`config.mk`:
```
export PLATFORM = sky130hd
export DESIGN_NAME = aes_ctrl
export DESIGN_NICKNAME = d
export VERILOG_FILES = /design/src/rtl/aes_pkg.sv /design/src/rtl/aes_ctrl.sv
export SDC_FILE = /design/constraint.sdc
export NUM_CORES = 1
export LEC_CHECK = 0
export ABC_CLOCK_PERIOD_IN_PS = 900
export BUFFER_PORTS_ARGS = -buffer_cell sky130_fd_sc_hd__buf_2
export CORE_AREA = 2 2 39 41
export DETAILED_ROUTE_END_ITERATION = 12
export DIE_AREA = 0 0 41 43
export SYNTH_ARGS = -nofsm -noshare
export SYNTH_HDL_FRONTEND = slang
export SYNTH_SLANG_ARGS = --single-unit
```
`constraint.sdc`:
```
create_clock -name clk -period 0.9 [get_ports clk]
set_input_delay 0 -clock clk [delete_from_list [all_inputs] [get_ports clk]]
set_output_delay 0 -clock clk [all_outputs]
set_load 0.1 [all_outputs]
```
`src/rtl/aes_pkg.sv`:
```
package aes_pkg;

  localparam int unsigned CfgIdxW = 2;
  localparam logic [CfgIdxW-1:0] REG_KEY_HIGH      = 2'd0;
  localparam logic [CfgIdxW-1:0] REG_KEY_LOW       = 2'd1;
  localparam logic [CfgIdxW-1:0] REG_NONCE         = 2'd2;
  localparam logic [CfgIdxW-1:0] REG_COUNTER_START = 2'd3;
  localparam int unsigned CfgAddrW = 8;
  localparam int unsigned NumRegs  = 4;

  typedef struct packed {
    logic start;
    logic key_add;
    logic last;
    logic advance;
  } dp_cmd_t;

  typedef struct packed {
    logic [3:0] round;
  } dp_stat_t;

  function automatic logic [7:0] sbox(input logic [7:0] a);
    logic [7:0] r;
    case (a)
      8'h00: r=8'h63; 8'h01: r=8'h7c; 8'h02: r=8'h77; 8'h03: r=8'h7b;
      8'h04: r=8'hf2; 8'h05: r=8'h6b; 8'h06: r=8'h6f; 8'h07: r=8'hc5;
      8'h08: r=8'h30; 8'h09: r=8'h01; 8'h0a: r=8'h67; 8'h0b: r=8'h2b;
      8'h0c: r=8'hfe; 8'h0d: r=8'hd7; 8'h0e: r=8'hab; 8'h0f: r=8'h76;
      8'h10: r=8'hca; 8'h11: r=8'h82; 8'h12: r=8'hc9; 8'h13: r=8'h7d;
      8'h14: r=8'hfa; 8'h15: r=8'h59; 8'h16: r=8'h47; 8'h17: r=8'hf0;
      8'h18: r=8'had; 8'h19: r=8'hd4; 8'h1a: r=8'ha2; 8'h1b: r=8'haf;
      8'h1c: r=8'h9c; 8'h1d: r=8'ha4; 8'h1e: r=8'h72; 8'h1f: r=8'hc0;
      8'h20: r=8'hb7; 8'h21: r=8'hfd; 8'h22: r=8'h93; 8'h23: r=8'h26;
      8'h24: r=8'h36; 8'h25: r=8'h3f; 8'h26: r=8'hf7; 8'h27: r=8'hcc;
      8'h28: r=8'h34; 8'h29: r=8'ha5; 8'h2a: r=8'he5; 8'h2b: r=8'hf1;
      8'h2c: r=8'h71; 8'h2d: r=8'hd8; 8'h2e: r=8'h31; 8'h2f: r=8'h15;
      8'h30: r=8'h04; 8'h31: r=8'hc7; 8'h32: r=8'h23; 8'h33: r=8'hc3;
      8'h34: r=8'h18; 8'h35: r=8'h96; 8'h36: r=8'h05; 8'h37: r=8'h9a;
      8'h38: r=8'h07; 8'h39: r=8'h12; 8'h3a: r=8'h80; 8'h3b: r=8'he2;
      8'h3c: r=8'heb; 8'h3d: r=8'h27; 8'h3e: r=8'hb2; 8'h3f: r=8'h75;
      8'h40: r=8'h09; 8'h41: r=8'h83; 8'h42: r=8'h2c; 8'h43: r=8'h1a;
      8'h44: r=8'h1b; 8'h45: r=8'h6e; 8'h46: r=8'h5a; 8'h47: r=8'ha0;
      8'h48: r=8'h52; 8'h49: r=8'h3b; 8'h4a: r=8'hd6; 8'h4b: r=8'hb3;
      8'h4c: r=8'h29; 8'h4d: r=8'he3; 8'h4e: r=8'h2f; 8'h4f: r=8'h84;
      8'h50: r=8'h53; 8'h51: r=8'hd1; 8'h52: r=8'h00; 8'h53: r=8'hed;
      8'h54: r=8'h20; 8'h55: r=8'hfc; 8'h56: r=8'hb1; 8'h57: r=8'h5b;
      8'h58: r=8'h6a; 8'h59: r=8'hcb; 8'h5a: r=8'hbe; 8'h5b: r=8'h39;
      8'h5c: r=8'h4a; 8'h5d: r=8'h4c; 8'h5e: r=8'h58; 8'h5f: r=8'hcf;
      8'h60: r=8'hd0; 8'h61: r=8'hef; 8'h62: r=8'haa; 8'h63: r=8'hfb;
      8'h64: r=8'h43; 8'h65: r=8'h4d; 8'h66: r=8'h33; 8'h67: r=8'h85;
      8'h68: r=8'h45; 8'h69: r=8'hf9; 8'h6a: r=8'h02; 8'h6b: r=8'h7f;
      8'h6c: r=8'h50; 8'h6d: r=8'h3c; 8'h6e: r=8'h9f; 8'h6f: r=8'ha8;
      8'h70: r=8'h51; 8'h71: r=8'ha3; 8'h72: r=8'h40; 8'h73: r=8'h8f;
      8'h74: r=8'h92; 8'h75: r=8'h9d; 8'h76: r=8'h38; 8'h77: r=8'hf5;
      8'h78: r=8'hbc; 8'h79: r=8'hb6; 8'h7a: r=8'hda; 8'h7b: r=8'h21;
      8'h7c: r=8'h10; 8'h7d: r=8'hff; 8'h7e: r=8'hf3; 8'h7f: r=8'hd2;
      8'h80: r=8'hcd; 8'h81: r=8'h0c; 8'h82: r=8'h13; 8'h83: r=8'hec;
      8'h84: r=8'h5f; 8'h85: r=8'h97; 8'h86: r=8'h44; 8'h87: r=8'h17;
      8'h88: r=8'hc4; 8'h89: r=8'ha7; 8'h8a: r=8'h7e; 8'h8b: r=8'h3d;
      8'h8c: r=8'h64; 8'h8d: r=8'h5d; 8'h8e: r=8'h19; 8'h8f: r=8'h73;
      8'h90: r=8'h60; 8'h91: r=8'h81; 8'h92: r=8'h4f; 8'h93: r=8'hdc;
      8'h94: r=8'h22; 8'h95: r=8'h2a; 8'h96: r=8'h90; 8'h97: r=8'h88;
      8'h98: r=8'h46; 8'h99: r=8'hee; 8'h9a: r=8'hb8; 8'h9b: r=8'h14;
      8'h9c: r=8'hde; 8'h9d: r=8'h5e; 8'h9e: r=8'h0b; 8'h9f: r=8'hdb;
      8'ha0: r=8'he0; 8'ha1: r=8'h32; 8'ha2: r=8'h3a; 8'ha3: r=8'h0a;
      8'ha4: r=8'h49; 8'ha5: r=8'h06; 8'ha6: r=8'h24; 8'ha7: r=8'h5c;
      8'ha8: r=8'hc2; 8'ha9: r=8'hd3; 8'haa: r=8'hac; 8'hab: r=8'h62;
      8'hac: r=8'h91; 8'had: r=8'h95; 8'hae: r=8'he4; 8'haf: r=8'h79;
      8'hb0: r=8'he7; 8'hb1: r=8'hc8; 8'hb2: r=8'h37; 8'hb3: r=8'h6d;
      8'hb4: r=8'h8d; 8'hb5: r=8'hd5; 8'hb6: r=8'h4e; 8'hb7: r=8'ha9;
      8'hb8: r=8'h6c; 8'hb9: r=8'h56; 8'hba: r=8'hf4; 8'hbb: r=8'hea;
      8'hbc: r=8'h65; 8'hbd: r=8'h7a; 8'hbe: r=8'hae; 8'hbf: r=8'h08;
      8'hc0: r=8'hba; 8'hc1: r=8'h78; 8'hc2: r=8'h25; 8'hc3: r=8'h2e;
      8'hc4: r=8'h1c; 8'hc5: r=8'ha6; 8'hc6: r=8'hb4; 8'hc7: r=8'hc6;
      8'hc8: r=8'he8; 8'hc9: r=8'hdd; 8'hca: r=8'h74; 8'hcb: r=8'h1f;
      8'hcc: r=8'h4b; 8'hcd: r=8'hbd; 8'hce: r=8'h8b; 8'hcf: r=8'h8a;
      8'hd0: r=8'h70; 8'hd1: r=8'h3e; 8'hd2: r=8'hb5; 8'hd3: r=8'h66;
      8'hd4: r=8'h48; 8'hd5: r=8'h03; 8'hd6: r=8'hf6; 8'hd7: r=8'h0e;
      8'hd8: r=8'h61; 8'hd9: r=8'h35; 8'hda: r=8'h57; 8'hdb: r=8'hb9;
      8'hdc: r=8'h86; 8'hdd: r=8'hc1; 8'hde: r=8'h1d; 8'hdf: r=8'h9e;
      8'he0: r=8'he1; 8'he1: r=8'hf8; 8'he2: r=8'h98; 8'he3: r=8'h11;
      8'he4: r=8'h69; 8'he5: r=8'hd9; 8'he6: r=8'h8e; 8'he7: r=8'h94;
      8'he8: r=8'h9b; 8'he9: r=8'h1e; 8'hea: r=8'h87; 8'heb: r=8'he9;
      8'hec: r=8'hce; 8'hed: r=8'h55; 8'hee: r=8'h28; 8'hef: r=8'hdf;
      8'hf0: r=8'h8c; 8'hf1: r=8'ha1; 8'hf2: r=8'h89; 8'hf3: r=8'h0d;
      8'hf4: r=8'hbf; 8'hf5: r=8'he6; 8'hf6: r=8'h42; 8'hf7: r=8'h68;
      8'hf8: r=8'h41; 8'hf9: r=8'h99; 8'hfa: r=8'h2d; 8'hfb: r=8'h0f;
      8'hfc: r=8'hb0; 8'hfd: r=8'h54; 8'hfe: r=8'hbb; 8'hff: r=8'h16;
      default: r = 8'h00;
    endcase
    return r;
  endfunction

  function automatic logic [7:0] xt(input logic [7:0] b);
    return {b[6:0], 1'b0} ^ (b[7] ? 8'h1b : 8'h00);
  endfunction

  function automatic logic [31:0] sub_word(input logic [31:0] w);
    return {sbox(w[31:24]), sbox(w[23:16]), sbox(w[15:8]), sbox(w[7:0])};
  endfunction

endpackage

```
`src/rtl/aes_ctrl.sv`:
```
module aes_ctrl (
  input  logic              clk,
  input  logic              rst_n,
  input  logic              in_valid,
  output logic              in_stall,
  output logic              out_valid,
  input  logic              out_stall,
  input  aes_pkg::dp_stat_t stat,
  output aes_pkg::dp_cmd_t  cmd
);

  localparam logic [1:0] ST_IDLE = 2'd0;
  localparam logic [1:0] ST_RUN  = 2'd1;

  logic [1:0] state_r, state_nxt;
  logic       out_valid_r, out_valid_nxt;
  logic       hold;

  assign out_valid = out_valid_r;

  always_comb begin
    state_nxt     = state_r;
    out_valid_nxt = out_valid_r;
    cmd           = '0;
    in_stall      = 1'b1;
    hold          = (stat.round == 4'd10) && out_valid_r && out_stall;
    if (out_valid_r && !out_stall) out_valid_nxt = 1'b0;
    case (state_r)
      ST_IDLE: begin
        in_stall = 1'b0;
        if (in_valid) begin
          cmd.start = 1'b1;
          state_nxt = ST_RUN;
        end
      end
      ST_RUN: begin
        if (!hold) begin
          cmd.advance = 1'b1;
          cmd.key_add = (stat.round == 4'd0);
          cmd.last    = (stat.round == 4'd10);
          if (stat.round == 4'd10) begin
            state_nxt     = ST_IDLE;
            out_valid_nxt = 1'b1;
          end
        end
      end
      default: state_nxt = ST_IDLE;
    endcase
  end

  always_ff @(posedge clk) begin
    if (!rst_n) begin
      state_r     <= ST_IDLE;
      out_valid_r <= 1'b0;
    end else begin
      state_r     <= state_nxt;
      out_valid_r <= out_valid_nxt;
    end
  end

  a_run_ends: assert property (@(posedge clk) disable iff (!rst_n)
    (state_r == ST_RUN && stat.round == 4'd10 && !hold) |=>
      state_r == ST_IDLE && out_valid)
    else $error("run did not end in output");
  a_no_take_busy: assert property (@(posedge clk) disable iff (!rst_n)
    (state_r == ST_RUN) |-> in_stall)
    else $error("input taken while busy");
  a_start_round: assert property (@(posedge clk) disable iff (!rst_n)
    cmd.start |=> stat.round == 4'd0)
    else $error("round not cleared at start");
  a_out_hold: assert property (@(posedge clk) disable iff (!rst_n)
    out_valid && out_stall |=> out_valid)
    else $error("stalled result dropped");

endmodule

```
==> results_dict.tcl <==
set metrics [dict create \
    hold_viol 0 \
    pwr_density_cell_nw_per_um2 1185 \
    slowest_stage "or3b_4" \
    worst_r2r_endpoint "out_valid" \
    cap_viol_max_count 0 \
    met2_usage 0.1594 \
    clockBufferDepth 2 \
    yosysSeqAreaShare 0.2909 \
    coreArea_um2 1384 \
    cp_cell_sequence "or3b_4 > nor3_4 > buf_12" \
    dieArea_um2 1763 \
    hold_end "state_r[0]" \
    nets 50 \
    grt_busiest_layer "met2" \
    start_util 0.09946 \
    detail_route.wl_per_cell_um 10.64 \
    synth-seq-cells 2 \
    grt_max_degree 5 \
    viasPerCell 4.036 \
    setup_violations 6 \
    die_y_um 43 \
    maxSlewViolCount 0 \
    crit_start "state_r[0]" \
    cts_root_buf "clkbuf_4" \
    grtUsageMet1 0.06070 \
    die_w_um 41 \
    skew_ns 0.006486 \
    r2r_start "state_r[0]" \
    yosysWarnings 0 \
    clk_pin_slew_worst_paths_ns 0.03 \
    drive_gt1_frac 0.8750 \
    clkSinkCount 2 \
    power.total_w 0.0005381 \
    grtUsageTotal 0.08517 \
    fin_crit_sh 1.571 \
    grt_overflow_total 0 \
    gp_congestion 0.6540 \
    rows 14 \
    crit_type "register to primary output" \
    drc 0 \
    cts_tree "yes" \
    area_delta_synth_final_pct 230.0 \
    synth_cell_type_count 12 \
    slew_headroom 0.8755 \
    drt-total-wl_um 596 \
    h-tree-depth 1 \
    outcome "finished, violations left" \
    synth_cells 15 \
    cts-buffers-inserted 3 \
    first_iter_violations 3 \
    violations "setup timing" \
    reg2reg_setup_slack_ns -0.08 \
    rsz0062_at_grt "true" \
    syn_area_um2 137.6 \
    drt_first_pass_iters 3 \
    slowest_delay_ns 0.41 \
    final_cell_mix "8 x buf_4, 7 x buf_2, 6 x buf_12" \
    fin_crit_ns 1.414 \
    min_delay_path_depth 3 \
    endpoint_kind "primary output" \
    num_io_pins 14 \
    reg2reg_depth 2 \
    clkLatencyLatePin_ns 0.23 \
    worstHoldStart "rst_n" \
    grt_pass1_wl_um 952 \
    setup_slack_ns -0.5143 \
    grt_antenna_before_repair 0 \
    cp.required_ns 0.90 \
    diodes 0 \
    globalRouteMet3Util 0.01571 \
    grt_pass1_vias 278 \
    p_leak_nw 0.1979 \
    routed-via-count 226 \
    final_common_cell "buf_4" \
    final_util 0.3282 \
    cp_max_fo 3 \
    timing.fmax_mhz 707.1 \
    peakVddDrop_mv 0.3311 \
    min_path_type "input port to register" \
    synth_nets 23 \
    syn_area_per_cell_um2 9.175 \
    ant_nets 0 \
    numPortBuffers 13 \
    worstPathArrival_ns 1.41 \
    tightest_slew_ns 0.1866 \
    critical_path.startpoint_type "register" \
]
-- cell type report --
| class | count | area (um2) |
|---|---|---|
| multi-input combinational | 13 | 137.6 |
| tap | 16 | 20.02 |
| sequential | 2 | 47.55 |
| clock buffer | 3 | 22.52 |
| fill | 142 | 929.6 |
| timing repair buffer | 22 | 226.5 |
-- cell usage after synthesis --
cell / instances / share of area
or3b_4: 1 / 0.082
dfxtp_1: 2 / 0.29
and2b_2: 1 / 0.064
nor3b_1: 1 / 0.055
nand3_1: 2 / 0.073
o21ai_0: 1 / 0.036
o41a_1: 1 / 0.082
nor3b_2: 1 / 0.091
nor3_2: 1 / 0.073
a41oi_1: 1 / 0.064
nand2_1: 2 / 0.055
o21ai_1: 1 / 0.036
-- registers in the layout, indices dropped and copies added, names as in the netlist --
signal	flops
out_valid	1
state_r	1
-- metrics by stage --
step | std cells | hold WS, ns | instance area (um2) | setup slack (ns) | TNS [ns]
5_1_grt | 56 | 0.02566 | 454.2 | -0.5322 | -1.781
3_3_place_gp | 52 | 0.2780 | 385.4 | -0.2566 | -0.6440
6_report | 56 | 0.01046 | 454.2 | -0.5143 | -1.649
4_1_cts | 57 | 0.006142 | 440.4 | -0.5122 | -1.919
3_5_place_dp | 52 | 0.2732 | 385.4 | -0.2864 | -0.7292
2_1_floorplan | 15 | 0.1070 | 165.2 | -0.9546 | -2.547
-- kinds of logic (layout without fill, tap and decap cells) --
family                 count (synthesis)  count (layout)  share of synthesized area
AO/OA/AOI/OAI                          4               4                     0.2181
buffers and inverters                  0              25                          0
flip-flops                             2               2                     0.2909
AND/OR/NAND/NOR                        9               9                     0.4909
-- routing by layer --
layer | vias to the layer above | wire [um]
li1 | 110 | -
met1 | 104 | 179
met2 | 10 | 355
met3 | 2 | 48
met4 | 0 | 13
met5 | - | 0
-- critical path: cells and delay by family, from the launching register on --
family	cells	cell delay, ns
simple gates	2	0.65
buf+inv	1	0.20
flops	1	0.33
-- worst max path at each step --
stage                     endpoint  cells past startpoint  slack, ns
final                       cmd[2]                      3      -0.51
after global routing        cmd[1]                      3      -0.53
after CTS                   cmd[1]                      3      -0.51
after detailed placement    cmd[1]                      3      -0.29
after global placement      cmd[1]                      3      -0.26
after floorplan             cmd[1]                      2      -0.95
-- report_power, final --
group	total [W]	internal (W)	switching [W]
Sequential	0.0000918	0.0000899	0.00000184
Combinational	0.000237	0.000101	0.000136
Clock	0.000210	0.000148	0.0000615
-- timing repair --
| action | 4_1_cts | 5_1_grt |
|---|---|---|
| setup buffers | 2 | 0 |
| resized for setup | 6 | 5 |
| hold buffers | 0 | 0 |
| endpoints found under the setup margin | 5 | 7 |
| pin swaps | 2 | 1 |
No activity file was read; power rests on OpenSTA's default activity.
